===== src/hdl/mgr_pkg.sv =====
package mgr_pkg;

   localparam int NUM_GATES      = 8;
   localparam int TICKS_PER_BEAT = 24;
   localparam int CC_ON_LEVEL    = 63;

   localparam int GATE_CNT_W = 4;
   localparam int COUNT_W    = 32;
   localparam int DIV_W      = 8;

   // remainder unit: bits of the dividend consumed per cycle
   localparam int MOD_STEP_BITS = 4;
   localparam int MOD_STEPS     = COUNT_W / MOD_STEP_BITS;
   localparam int MOD_CNT_W     = $clog2(MOD_STEPS);

   typedef enum logic [2:0] {
      CMD_NOTE      = 3'd0,
      CMD_MONO      = 3'd1,
      CMD_DUO       = 3'd2,
      CMD_TRI       = 3'd3,
      CMD_CC        = 3'd4,
      CMD_TICK      = 3'd5,
      CMD_TRANSPORT = 3'd6
   } cmd_type;

   typedef enum logic [1:0] {
      XPORT_START    = 2'd0,
      XPORT_CONTINUE = 2'd1,
      XPORT_STOP     = 2'd2,
      XPORT_OTHER    = 2'd3
   } xport_type;

   typedef enum logic [2:0] {
      CSR_GATE_SOURCES  = 3'd0,
      CSR_GATE_NOTES    = 3'd1,
      CSR_GATE_INVERTS  = 3'd2,
      CSR_CLOCK_DIVS    = 3'd3,
      CSR_RESET_BEATS   = 3'd4,
      CSR_CC_NUMBERS    = 3'd5
   } csr_idx_type;

   localparam logic [4:0] SRC_NOTE      = 5'd1;
   localparam logic [4:0] SRC_MONO      = 5'd2;
   localparam logic [4:0] SRC_DUO1      = 5'd3;
   localparam logic [4:0] SRC_TRI1      = 5'd5;
   localparam logic [4:0] SRC_CC1       = 5'd8;
   localparam logic [4:0] SRC_CLK1      = 5'd11;
   localparam logic [4:0] SRC_RST1      = 5'd19;
   localparam logic [4:0] SRC_TRANSPORT = 5'd22;
   localparam logic [4:0] NUM_CC        = 5'd3;
   localparam logic [4:0] NUM_CLK       = 5'd8;
   localparam logic [4:0] NUM_RST       = 5'd3;

   typedef enum logic [2:0] {
      ST_IDLE,
      ST_TICK,
      ST_BEAT,
      ST_RESET,
      ST_CLOCK,
      ST_DONE
   } state_type;

   typedef struct packed {
      logic [2:0] cmd;
      logic [6:0] note;
      logic       is_on;
      logic [1:0] voice;
      logic [6:0] cc_number;
      logic [6:0] cc_value;
      logic [6:0] mono_note;
      logic [1:0] transport_code;
   } evt_type;

   typedef struct packed {
      logic [7:0] wmask;
      logic [7:0] levels;
      logic [7:0] trig;
   } lvl_type;

   typedef struct packed {
      logic               start;
      logic [COUNT_W-1:0] dividend;
      logic [DIV_W-1:0]   divisor;
   } mod_req_type;

   typedef struct packed {
      logic done;
      logic zero;
   } mod_rsp_type;

   function automatic logic [4:0] src_of(input logic [39:0] srcs, input logic [2:0] g);
      return srcs[5*g +: 5];
   endfunction

   function automatic logic [7:0] byte_of(input logic [63:0] v, input logic [2:0] k);
      return v[8*k +: 8];
   endfunction

endpackage


===== src/hdl/midi_gate_router_clock_divider_unit.sv =====
// channel  direction  handshake             payload
// req      in         req_valid/req_stall   cmd, note, is_on, voice, cc_*, mono note, transport
// rsp      out        rsp_valid/rsp_stall   level_write_mask, gate_levels, trigger_mask
// csr      in         csr_valid/csr_ready   csr_index, csr_data (always ready)
//
// non-tick words pass from accept through ST_DONE into the result register
// a tick word runs its remainders one at a time on the shared 4-bit-per-cycle unit:
// one for the beat check while playing, one per nonzero beat interval once a beat lands
// (walking all three intervals) and one per clock-sourced gate with a nonzero divisor
// req_stall is high from accept until the result loads; a stalled rsp delays only the load
// reset is synchronous and clears counters, transport state and config registers
module midi_gate_router_clock_divider_unit
   import mgr_pkg::*;
#(
   parameter int GATE_COUNT = NUM_GATES,
   parameter int BEAT_TICKS = TICKS_PER_BEAT
)
(
   input  logic        clock,
   input  logic        reset,

   input  logic        req_valid,
   output logic        req_stall,
   input  logic [2:0]  req_cmd,
   input  logic [6:0]  req_note,
   input  logic        req_is_on,
   input  logic [1:0]  req_voice,
   input  logic [6:0]  req_cc_number,
   input  logic [6:0]  req_cc_value,
   input  logic [6:0]  req_current_mono_note,
   input  logic [1:0]  req_transport_code,

   output logic        rsp_valid,
   input  logic        rsp_stall,
   output logic [7:0]  rsp_level_write_mask,
   output logic [7:0]  rsp_gate_levels,
   output logic [7:0]  rsp_trigger_mask,

   input  logic        csr_valid,
   output logic        csr_ready,
   input  logic [2:0]  csr_index,
   input  logic [63:0] csr_data
);

   localparam logic [DIV_W-1:0] TPB_DIV = DIV_W'(BEAT_TICKS);

   logic [39:0] src_ff;
   logic [55:0] notes_ff;
   logic [7:0]  inv_ff;
   logic [63:0] clkdiv_ff;
   logic [23:0] rstbeat_ff;
   logic [20:0] ccnum_ff;

   state_type             state_ff, state_in;
   evt_type               evt_ff, evt_in;
   logic [COUNT_W-1:0]    tick_ff, tick_in;
   logic [COUNT_W-1:0]    start_ff, start_in;
   logic [COUNT_W-1:0]    beat_ff, beat_in;
   logic                  play_ff, play_in;
   logic [GATE_CNT_W-1:0] gate_ff, gate_in;
   logic [1:0]            k_ff, k_in;
   logic                  op_busy_ff, op_busy_in;
   logic [2:0]            fire_ff, fire_in;
   logic [7:0]            trig_ff, trig_in;
   logic                  rsp_valid_ff, rsp_valid_in;
   logic [7:0]            out_wmask_ff, out_wmask_in;
   logic [7:0]            out_levels_ff, out_levels_in;
   logic [7:0]            out_trig_ff, out_trig_in;

   logic               req_accept;
   logic [COUNT_W-1:0] pos;
   logic [4:0]         s;
   logic [4:0]         clk_idx;
   logic [4:0]         rst_idx;
   logic [DIV_W-1:0]   d;
   mod_req_type        mod_req;
   mod_rsp_type        mod_rsp;
   lvl_type            lvl;

   assign req_stall  = (state_ff != ST_IDLE);
   assign req_accept = req_valid && !req_stall;
   assign csr_ready  = 1'b1;

   mgr_level_dec #(
      .GATE_COUNT (GATE_COUNT)
   ) u_dec (
      .evt          (evt_ff),
      .gate_sources (src_ff),
      .gate_notes   (notes_ff),
      .gate_inverts (inv_ff),
      .cc_numbers   (ccnum_ff),
      .lvl          (lvl)
   );

   mgr_mod_unit u_mod (
      .clock (clock),
      .reset (reset),
      .req   (mod_req),
      .rsp   (mod_rsp)
   );

   always_comb begin
      state_in      = state_ff;
      evt_in        = evt_ff;
      tick_in       = tick_ff;
      start_in      = start_ff;
      beat_in       = beat_ff;
      play_in       = play_ff;
      gate_in       = gate_ff;
      k_in          = k_ff;
      op_busy_in    = op_busy_ff;
      fire_in       = fire_ff;
      trig_in       = trig_ff;
      rsp_valid_in  = rsp_valid_ff && rsp_stall;
      out_wmask_in  = out_wmask_ff;
      out_levels_in = out_levels_ff;
      out_trig_in   = out_trig_ff;

      pos     = tick_ff - start_ff;
      s       = src_of(src_ff, gate_ff[2:0]);
      clk_idx = 5'(s - SRC_CLK1);
      rst_idx = 5'(s - SRC_RST1);
      d       = byte_of(clkdiv_ff, clk_idx[2:0]);

      mod_req.start    = 1'b0;
      mod_req.dividend = tick_ff;
      mod_req.divisor  = d;

      unique case (state_ff)
         ST_IDLE: begin
            if (req_accept) begin
               evt_in.cmd            = req_cmd;
               evt_in.note           = req_note;
               evt_in.is_on          = req_is_on;
               evt_in.voice          = req_voice;
               evt_in.cc_number      = req_cc_number;
               evt_in.cc_value       = req_cc_value;
               evt_in.mono_note      = req_current_mono_note;
               evt_in.transport_code = req_transport_code;
               gate_in    = '0;
               k_in       = '0;
               op_busy_in = 1'b0;
               fire_in    = '0;
               trig_in    = '0;
               state_in   = ST_DONE;
               if (req_cmd == CMD_TICK) begin
                  tick_in  = tick_ff + 1'b1;
                  state_in = ST_TICK;
               end else if (req_cmd == CMD_TRANSPORT) begin
                  if (req_transport_code == XPORT_START ||
                      req_transport_code == XPORT_CONTINUE) begin
                     start_in = tick_ff;
                     beat_in  = '0;
                     play_in  = 1'b1;
                  end else if (req_transport_code == XPORT_STOP) begin
                     play_in = 1'b0;
                  end
               end
            end
         end
         ST_TICK: begin
            if (play_ff && (pos != '0)) begin
               mod_req.start    = 1'b1;
               mod_req.dividend = pos;
               mod_req.divisor  = TPB_DIV;
               state_in         = ST_BEAT;
            end else begin
               state_in = ST_CLOCK;
            end
         end
         ST_BEAT: begin
            if (mod_rsp.done) begin
               if (mod_rsp.zero) begin
                  beat_in  = beat_ff + 1'b1;
                  state_in = ST_RESET;
               end else begin
                  state_in = ST_CLOCK;
               end
            end
         end
         ST_RESET: begin
            if (op_busy_ff) begin
               if (mod_rsp.done) begin
                  fire_in[k_ff] = mod_rsp.zero;
                  k_in          = 2'(k_ff + 1'b1);
                  op_busy_in    = 1'b0;
               end
            end else if (k_ff == 2'(NUM_RST)) begin
               state_in = ST_CLOCK;
            end else if (byte_of({40'd0, rstbeat_ff}, {1'b0, k_ff}) == '0) begin
               k_in = 2'(k_ff + 1'b1);
            end else begin
               mod_req.start    = 1'b1;
               mod_req.dividend = beat_ff;
               mod_req.divisor  = byte_of({40'd0, rstbeat_ff}, {1'b0, k_ff});
               op_busy_in       = 1'b1;
            end
         end
         ST_CLOCK: begin
            if (op_busy_ff) begin
               if (mod_rsp.done) begin
                  trig_in[gate_ff[2:0]] = mod_rsp.zero;
                  gate_in               = GATE_CNT_W'(gate_ff + 1'b1);
                  op_busy_in            = 1'b0;
               end
            end else if (gate_ff == GATE_CNT_W'(GATE_COUNT)) begin
               state_in = ST_DONE;
            end else if ((s >= SRC_CLK1) && (s < 5'(SRC_CLK1 + NUM_CLK)) && (d != '0)) begin
               mod_req.start = 1'b1;
               op_busy_in    = 1'b1;
            end else begin
               if ((s >= SRC_RST1) && (s < 5'(SRC_RST1 + NUM_RST))) begin
                  trig_in[gate_ff[2:0]] = fire_ff[rst_idx[1:0]];
               end
               gate_in = GATE_CNT_W'(gate_ff + 1'b1);
            end
         end
         ST_DONE: begin
            // load once the output register is free or being emptied
            if (!rsp_valid_ff || !rsp_stall) begin
               rsp_valid_in  = 1'b1;
               out_wmask_in  = lvl.wmask;
               out_levels_in = lvl.levels;
               out_trig_in   = lvl.trig | trig_ff;
               state_in      = ST_IDLE;
            end
         end
         default: begin
            state_in = ST_IDLE;
         end
      endcase
   end

   always_ff @(posedge clock) begin
      if (reset) begin
         state_ff     <= ST_IDLE;
         tick_ff      <= '0;
         start_ff     <= '0;
         beat_ff      <= '0;
         play_ff      <= 1'b0;
         gate_ff      <= '0;
         k_ff         <= '0;
         op_busy_ff   <= 1'b0;
         fire_ff      <= '0;
         trig_ff      <= '0;
         rsp_valid_ff <= 1'b0;
      end else begin
         state_ff     <= state_in;
         tick_ff      <= tick_in;
         start_ff     <= start_in;
         beat_ff      <= beat_in;
         play_ff      <= play_in;
         gate_ff      <= gate_in;
         k_ff         <= k_in;
         op_busy_ff   <= op_busy_in;
         fire_ff      <= fire_in;
         trig_ff      <= trig_in;
         rsp_valid_ff <= rsp_valid_in;
      end
   end

   always_ff @(posedge clock) begin
      evt_ff        <= evt_in;
      out_wmask_ff  <= out_wmask_in;
      out_levels_ff <= out_levels_in;
      out_trig_ff   <= out_trig_in;
   end

   always_ff @(posedge clock) begin
      if (reset) begin
         src_ff     <= '0;
         notes_ff   <= '0;
         inv_ff     <= '0;
         clkdiv_ff  <= '0;
         rstbeat_ff <= '0;
         ccnum_ff   <= '0;
      end else if (csr_valid && csr_ready) begin
         unique case (csr_index)
            CSR_GATE_SOURCES: src_ff     <= csr_data[39:0];
            CSR_GATE_NOTES:   notes_ff   <= csr_data[55:0];
            CSR_GATE_INVERTS: inv_ff     <= csr_data[7:0];
            CSR_CLOCK_DIVS:   clkdiv_ff  <= csr_data;
            CSR_RESET_BEATS:  rstbeat_ff <= csr_data[23:0];
            CSR_CC_NUMBERS:   ccnum_ff   <= csr_data[20:0];
            default: begin
            end
         endcase
      end
   end

   assign rsp_valid            = rsp_valid_ff;
   assign rsp_level_write_mask = out_wmask_ff;
   assign rsp_gate_levels      = out_levels_ff;
   assign rsp_trigger_mask     = out_trig_ff;

endmodule


===== src/hdl/mgr_mod_unit.sv =====
module mgr_mod_unit
   import mgr_pkg::*;
(
   input  logic        clock,
   input  logic        reset,
   input  mod_req_type req,
   output mod_rsp_type rsp
);

   logic                 busy_ff, busy_in;
   logic                 done_ff, done_in;
   logic [MOD_CNT_W-1:0] cnt_ff, cnt_in;
   logic [COUNT_W-1:0]   quo_ff, quo_in;
   logic [DIV_W-1:0]     rem_ff, rem_in;
   logic [DIV_W-1:0]     div_ff, div_in;

   logic [DIV_W:0]       t;
   logic [DIV_W-1:0]     r;
   logic [COUNT_W-1:0]   q;

   // restoring remainder, MOD_STEP_BITS dividend bits per cycle
   always_comb begin
      r = rem_ff;
      q = quo_ff;
      t = '0;
      for (int i = 0; i < MOD_STEP_BITS; i++) begin
         t = {r, q[COUNT_W-1]};
         q = {q[COUNT_W-2:0], 1'b0};
         if (t >= {1'b0, div_ff}) begin
            r = DIV_W'(t - {1'b0, div_ff});
         end else begin
            r = t[DIV_W-1:0];
         end
      end

      busy_in = busy_ff;
      done_in = 1'b0;
      cnt_in  = cnt_ff;
      quo_in  = quo_ff;
      rem_in  = rem_ff;
      div_in  = div_ff;
      if (req.start) begin
         busy_in = 1'b1;
         cnt_in  = '0;
         quo_in  = req.dividend;
         rem_in  = '0;
         div_in  = req.divisor;
      end else if (busy_ff) begin
         quo_in = q;
         rem_in = r;
         cnt_in = MOD_CNT_W'(cnt_ff + 1'b1);
         if (cnt_ff == MOD_CNT_W'(MOD_STEPS - 1)) begin
            busy_in = 1'b0;
            done_in = 1'b1;
         end
      end
   end

   always_ff @(posedge clock) begin
      if (reset) begin
         busy_ff <= 1'b0;
         done_ff <= 1'b0;
         cnt_ff  <= '0;
      end else begin
         busy_ff <= busy_in;
         done_ff <= done_in;
         cnt_ff  <= cnt_in;
      end
   end

   always_ff @(posedge clock) begin
      quo_ff <= quo_in;
      rem_ff <= rem_in;
      div_ff <= div_in;
   end

   assign rsp.done = done_ff;
   assign rsp.zero = (rem_ff == '0);

endmodule


===== src/hdl/mgr_level_dec.sv =====
module mgr_level_dec
   import mgr_pkg::*;
#(
   parameter int GATE_COUNT = NUM_GATES
)
(
   input  evt_type     evt,
   input  logic [39:0] gate_sources,
   input  logic [55:0] gate_notes,
   input  logic [7:0]  gate_inverts,
   input  logic [20:0] cc_numbers,
   output lvl_type     lvl
);

   logic [4:0] s;
   logic [4:0] cc_idx;
   logic       w;
   logic       on;

   always_comb begin
      lvl    = '0;
      s      = '0;
      cc_idx = '0;
      w      = 1'b0;
      on     = 1'b0;
      for (int g = 0; g < GATE_COUNT; g++) begin
         s      = gate_sources[5*g +: 5];
         cc_idx = 5'(s - SRC_CC1);
         w      = 1'b0;
         on     = evt.is_on;
         unique case (evt.cmd)
            CMD_NOTE: begin
               w = (s == SRC_NOTE) && (gate_notes[7*g +: 7] == evt.note);
            end
            CMD_MONO: begin
               // mono note off only for the note still held
               w = (s == SRC_MONO) && (evt.is_on || (evt.mono_note == evt.note));
            end
            CMD_DUO: begin
               w = (evt.voice == 2'd1 || evt.voice == 2'd2) &&
                   (s == 5'(SRC_DUO1 + evt.voice - 1'b1));
            end
            CMD_TRI: begin
               w = (evt.voice != 2'd0) && (s == 5'(SRC_TRI1 + evt.voice - 1'b1));
            end
            CMD_CC: begin
               on = (evt.cc_value > 7'(CC_ON_LEVEL));
               w  = (s >= SRC_CC1) && (s < 5'(SRC_CC1 + NUM_CC)) &&
                    (cc_numbers[7*cc_idx[1:0] +: 7] == evt.cc_number);
            end
            CMD_TRANSPORT: begin
               on = (evt.transport_code == XPORT_START) ||
                    (evt.transport_code == XPORT_CONTINUE);
               if (s == SRC_TRANSPORT) begin
                  w = on || (evt.transport_code == XPORT_STOP);
               end else if ((s >= SRC_RST1) && (s < 5'(SRC_RST1 + NUM_RST))) begin
                  lvl.trig[g] = 1'b1;
               end
            end
            default: begin
               w = 1'b0;
            end
         endcase
         lvl.wmask[g]  = w;
         lvl.levels[g] = w & (on ^ gate_inverts[g]);
      end
   end

endmodule

===== config.mk =====
export PLATFORM = sky130hd
export DESIGN_NAME = midi_gate_router_clock_divider_unit
export DESIGN_NICKNAME = d
export VERILOG_FILES = /design/src/hdl/mgr_pkg.sv /design/src/hdl/midi_gate_router_clock_divider_unit.sv /design/src/hdl/mgr_mod_unit.sv /design/src/hdl/mgr_level_dec.sv
export SDC_FILE = /design/constraint.sdc
export NUM_CORES = 1
export LEC_CHECK = 0
export BUFFER_PORTS_ARGS = -buffer_cell sky130_fd_sc_hd__buf_4
export CAP_MARGIN = 20
export CORE_MARGIN = 4
export CORE_UTILIZATION = 25
export DETAILED_ROUTE_END_ITERATION = 12
export GPL_TIMING_DRIVEN = 0
export PLACE_DENSITY = 0.37
export SETUP_SLACK_MARGIN = 0.5
export SLEW_MARGIN = 30
export SYNTH_ARGS = -nofsm -noshare
export SYNTH_HDL_FRONTEND = slang
export SYNTH_SLANG_ARGS = --single-unit

===== constraint.sdc =====
create_clock -name clock -period 21.3 [get_ports clock]
set_input_delay 0 -clock clock [delete_from_list [all_inputs] [get_ports clock]]
set_output_delay 0 -clock clock [all_outputs]
set_load 0.01 [all_outputs]

# Yosys cells after proc, flatten, opt, wreduce, memory -nomap -nowiden

Index checks and enable logic that the tools add are counted.

Register bits: 445
Bits of input ports: 108
Output and inout port bits: 27

Add/subtract/negate cells: 24
$mul: 9
Magnitude comparators: 46
Equality and inequality tests: 103
Shift-type cells: 11
Muxes and demuxes: 121
Bitwise logic cells: 19
Reductions and logical operators: 110

Operators with widths:

| cell                    | count |
|---|---|
| $mux W32                | 8 |
| $shiftx A21 B6 Y7       | 8 |
| $mux W41                | 4 |
| $eq A7 B7 Y1            | 17 |
| $eq A5 B5 Y1            | 16 |
| $mux W8                 | 10 |
| $pmux W40 S2            | 1 |
| $add A32 B1 Y32 const B | 2 |
| $logic_and A1 B1 Y1     | 64 |
| $pmux W32 S2            | 1 |
| $shiftx A64 B6 Y8       | 1 |
| $shiftx A64 B7 Y8       | 1 |
| $mux W1                 | 52 |
| $lt A5 B5 Y1 const B    | 10 |
| $pmux W1 S6             | 8 |
| $ge A5 B4 Y1 const B    | 9 |
| $ge A5 B5 Y1 const B    | 9 |
| $eq A5 B1 Y1 const B    | 8 |
| $eq A5 B2 Y1 const B    | 8 |
| $eq A5 B5 Y1 const B    | 8 |
| $lt A5 B4 Y1 const B    | 8 |
| $mul A3 B2 Y5 const A   | 8 |
| $shiftx A40 B7 Y5       | 1 |
| $mux W3                 | 13 |
| other kinds (63)        | 168 |

# Depth between registers and ports, before layout

Depth after elaboration: 11
Depth in mapped cells: 42
Gate-level depth less buffers: 38

# By module

A second synthesis with hierarchy kept.

Cells, all modules: 3317
Area total of the unflattened synthesis: 27122.3 sq um

Modules (own cells, without submodules):

| module                              | instances | cells an instance | area an instance (sq um) | sequential area each (sq um) |
|---|---|---|---|---|
| midi_gate_router_clock_divider_unit | 1         | 2375              | 19099.6                  | 8448.1 |
| mgr_level_dec                       | 1         | 558               | 4042.6                   | 0.0 |
| mgr_mod_unit                        | 1         | 384               | 3980.1                   | 1461.4 |

# Worst setup path before layout

OpenSTA, ideal clock, no wires.

Path type: register to register
From: register u_mod.div_ff[1]
To: register u_mod.rem_ff[1]
Library setup time: 0.125 ns
Arrival: 8.543 ns
Setup slack: 12.632 ns
Cell stages (with the launch flop): 43
Path buffers: 4
Clock period less this slack: 8.668 ns
Cells stage by stage: edfxtp_1 inv_1 ha_1 nor2b_1 o21bai_1 a31oi_1 o21ai_0 clkbuf_1 nor2_1 a21oi_1 inv_1 ha_1 nor2b_1 o21ai_0 a21oi_1 o211ai_1 o211ai_1 clkbuf_1 [... 7 more ...] a21oi_1 or3_1 and2_1 clkbuf_1 mux2i_1 ha_1 nor2b_1 o21ai_0 a21boi_0 o21ai_0 a21boi_0 o21a_1 o31a_1 a2111o_1 clkbuf_1 mux2_2 mux2i_1 nor2_1

Longest elaborated chain between the ends: 8
Elaborated cells on any way between the ends: 12
Classes of those cells: add/sub (4); order compare (4); mux (4)

RTL lines:

| element                                              | RTL line                               | source |
|---|---|---|
| from (decl)                                          | mgr_mod_unit.sv:15                     | `logic [DIV_W-1:0] div_ff, div_in;` |
| from (signal assigned)                               | mgr_mod_unit.sv:74                     | `div_ff <= div_in;` |
| $sub A8 B8 Y8 / $ge A9 B8 Y1 (equally long branches) | mgr_mod_unit.sv:30, mgr_mod_unit.sv:29 |  |
| $mux W8                                              | mgr_mod_unit.sv:29                     | `if (t >= {1'b0, div_ff}) begin` |
| $sub A8 B8 Y8 / $ge A9 B8 Y1 (equally long branches) | mgr_mod_unit.sv:30, mgr_mod_unit.sv:29 |  |
| $mux W8                                              | mgr_mod_unit.sv:29                     |  |
| $ge A9 B8 Y1 / $sub A8 B8 Y8 (equally long branches) | mgr_mod_unit.sv:29, mgr_mod_unit.sv:30 |  |
| $mux W8                                              | mgr_mod_unit.sv:29                     |  |
| $sub A8 B8 Y8 / $ge A9 B8 Y1 (equally long branches) | mgr_mod_unit.sv:30, mgr_mod_unit.sv:29 |  |
| $mux W8 (*)                                          | mgr_mod_unit.sv:29                     |  |
| to (signal assigned)                                 | mgr_mod_unit.sv:73                     | `rem_ff <= rem_in;` |
| to (decl)                                            | mgr_mod_unit.sv:14                     | `logic [DIV_W-1:0] rem_ff, rem_in;` |

Mark *: on every way between the ends. The rest lies on a longest branch, timed or not.
A chain may end at the register's enable or synchronous reset.

# Worst setup path after layout

From: register u_mod.div_ff[1]
To: register u_mod.rem_ff[2]

The elaborated chain is that of the path after synthesis.

==> out/summary.md <==
The flow ran to the end, and the final reports show no timing, DRC or antenna violations. The run gives 105000 um2 as the total core area. Tracing the worst setup path back leads to its startpoint at u_mod.div_ff[1]. Setup slack on the worst reg-to-reg path comes out at 10.96 ns. STA puts the critical path data required time at 21.88 ns. For this run, the top clock speed supported by timing is 96.7 MHz.

For the footprint of the flip-flops and latches, the log shows 9730 um2. Yosys mapped the design onto 87 distinct sky130hd cell types. In this run the critical register-to-register path is captured at u_mod.rem_ff[2].

Most common cell after layout, fill and taps aside: sky130_fd_sc_hd__nand2_1. The startpoint identified for the worst register-to-register timing path is u_mod.div_ff[1]. TritonCTS created 54 clock buffers. By startpoint and endpoint, the worst setup path is classified as register to register.

The power density over the cells came out at 88.5 nW/um2. Cells with a size suffix above 1 make up 8.47% of the layout. Entering global routing, the biggest net connects 21 pins. The post-cts repair resize count is 0. Count of standard-cell rows: 119. The path depth of the worst reg2reg path was 42. The top cell types in the final layout, fill and taps aside, are 676 x sky130_fd_sc_hd__nand2_1, 405 x sky130_fd_sc_hd__a21oi_1, 345 x sky130_fd_sc_hd__dfxtp_1.

The run gives 0.70 ns as the clock latency on the worst-skew pair. In this run the horizontal extent of the chip is 334 um. Setup repair after global routing left no endpoint under its margin. Clock-pin slew was measured on the worst setup and hold paths at 0.06 ns. Of all nets on the critical path, the largest fanout is 10.

At the worst endpoint, the arrival time is 10.91 ns. Across all hold checks on the routed design, the worst slack comes to 0.0503 ns. The worst pin sits at a relative slew slack of 22.9%. The completed layout was analyzed and its total power is 2890 uW. The total global-route track usage is 20.1%, and the synthesized netlist cell count is 3342. The tools report the peak ir drop on the vdd network as 96.5 uV. The total overflow left after global routing is 0. In this run the remaining antenna-violating nets after routing total 0. The count of unresolved DRC violations after routing is 0.

The final setup TNS was 0 ns; the slew at the pin with the worst max-slew slack was 1.15 ns. TritonCTS built the clock tree. In this run, synthesis inferred 94 flip-flops with an integrated enable.

The number of fill cells in the layout was 11400. The most instantiated flip-flop cell in the synthesis netlist was sky130_fd_sc_hd__dfxtp_1. The run gives 0 as the count of warnings emitted by yosys. The run gives 0 as the final hold violation count.

Once detailed placement completed, the half-perimeter wirelength came to 86.0 mm. Final worst-path cycle share: 48.5%. After the first detailed-routing iteration, the DRC count stood at 2198. The worst hold path belongs to the class primary input to register. The post-synthesis net count was 3534; the mapped cell area was 26600 um2. A synthesized cell averages 7.96 um2. The slowest stage of the critical path is the sky130_fd_sc_hd__edfxtp_1 cell. Counting flops with an async set or reset pin after synthesis yields a share of 0%. The tools report the startpoint class of the critical path as a register. Max-cap violations in this run came to 0.

Number of antenna violations at the first check in global routing: 3. For the count of vias placed by the detailed router, the log shows 25300. In this run the worst setup path terminates at u_mod.rem_ff[2]. For the number of iterations in the first detailed-routing pass, the log shows 6. Sequential elements use 36.6% of the synthesized area. The initial utilization of the core area, before any placement, comes to 25.2%.

After synthesis the netlist holds a flip-flop and latch count of 439. The number of nets in the final layout is 3843. The number of placed I/O pins was 135; the synthesis-to-layout area growth was 22.8%. The die is 334 um tall.

The ratio of routed vias to standard cells was 4.96. The element type at the critical path end is a register. The tools report the number of pins exceeding their max-slew limit in the final report as 0. The tools report the clock sink count as 439.

For the final setup violation count, the log shows 0. The tools report the number of global-route vias before repair as 24400. The clock arrives with 0.0702 ns of skew. The area enclosed by the die boundary came out at 112000 um2. First-pass GRT wire length: 169 mm. Routed wirelength normalized by instance count: 22.7 um. Summing all multi-input logic gate instances after layout gives 15600 um2.

During placement, the flow inserted port buffers numbering 125. The tools report the static leakage as 0.0118 uW. For this run, the slowest stage of the critical path takes 0.49 ns. The root buffer cell chosen for the clock tree is sky130_fd_sc_hd__clkbuf_16. The total detailed-routing wirelength was 115 mm; the final critical delay including setup and external delays was 10.34 ns. No sink is reached through more buffers than the 3 on the longest clock path. In this run the number of H-tree levels came out at 2. The run gives 0.859 as the final estimated routing congestion in global placement.
[where the power goes]
| part | switching (uW) | leakage (uW) | internal [uW] |
|---|---|---|---|
| sequential | 22.9 | 0.00369 | 873 |
| clock | 417 | 0.000970 | 620 |
| combinational | 563 | 0.00717 | 397 |
[through the flow]
stage	cell area, um2	setup slack [ns]	utilization [%]	instances
after floorplan	26600	12.63	-	3342
after global placement	29300	10.69	27.8	4858
after detailed placement	29500	10.84	27.9	4863
after CTS	32700	10.84	31.0	5087
after global routing	32700	9.73	31.0	5087
final	32700	10.96	31.0	5088
[timing repair]
action                                 4_1_cts  5_1_grt
hold buffers                               123        0
endpoints found under the hold margin      278        0
buffers inserted                             0        0
[logic make-up after synthesis]
family                   share of synthesized area (%)
AO/OA/AOI/OAI                                     17.1
other                                           0.0141
AND/OR/NAND/NOR                                   21.2
buffers and inverters                             4.99
multiplexers                                      7.59
flip-flops                                        36.6
adder cells (fa/ha/maj)                           4.09
XOR/XNOR                                          8.52
[worst min path at each step]
stage,start,endpoint,slack [ns],cells after the start
6_report,req_cc_number[5],evt_ff[21],0.05,2
2_1_floorplan,req_transport_code[0],evt_ff[0],0.1,0
3_3_place_gp,req_cc_number[4],evt_ff[20],0.18,1
3_5_place_dp,req_voice[1],evt_ff[24],0.18,1
4_1_cts,req_cc_number[5],evt_ff[21],0.007,2
5_1_grt,req_cc_number[4],evt_ff[20],0.04,2
[worst max-delay path: cells and delay by family (launching register included)]
kind | cells | cell delay, ns
compound gates | 20 | 4.56
buf+inv | 6 | 1.75
flops | 1 | 0.49
mux | 3 | 0.89
simple gates | 9 | 1.39
fa+ha+maj | 4 | 1.19
[area by class of cell]
cell class              instances  share of cell area [%]
clock buffers                  78                    4.88
flip-flops and latches        439                    29.8
plain buffers                 239                    2.89
repair buffers                253                    6.90
inverters                     105                    1.21
clock inverters                23                    1.20
multi-input cells            2559                    47.8
well taps                    1391                    5.32
diodes                          1                 0.00766
[routing by layer]
metal / wire [um] / share of wire (%) / track usage [%]
met1: 57500 / 50 / 29.7
met4: 2530 / 2.2 / 4.53
met2: 50200 / 44 / 31.3
met5: 13 / 0.011 / 0
met3: 5070 / 4.4 / 2.31
[sequential cells by signal (all words and copies together), names as in the netlist, 24 cells and up]
register / count
rstbeat_ff: 24
evt_ff: 30
clkdiv_ff: 64
tick_ff: 32
src_ff: 40
start_ff: 32
beat_ff: 32
notes_ff: 56
u_mod.quo_ff: 32
[cells in the mapped netlist (all sizes together) (28+ instances only)]
master,n,area [um2]
edfxtp,94,2820
clkbuf,188,707
xnor2,130,1140
xor2,129,1130
nor3,39,195
and2,29,184
inv,104,390
ha,79,988
nand3,72,360
o21ai,89,449
nor2,247,927
nor4,40,256
a21oi,407,2040
nand2,676,2540
and3,33,206
o22ai,28,175
mux2i,158,1580
nor2b,29,181
nand4,37,231
buf,51,226
dfxtp,345,6910
Note: power is estimated with default switching activity, not from simulation.
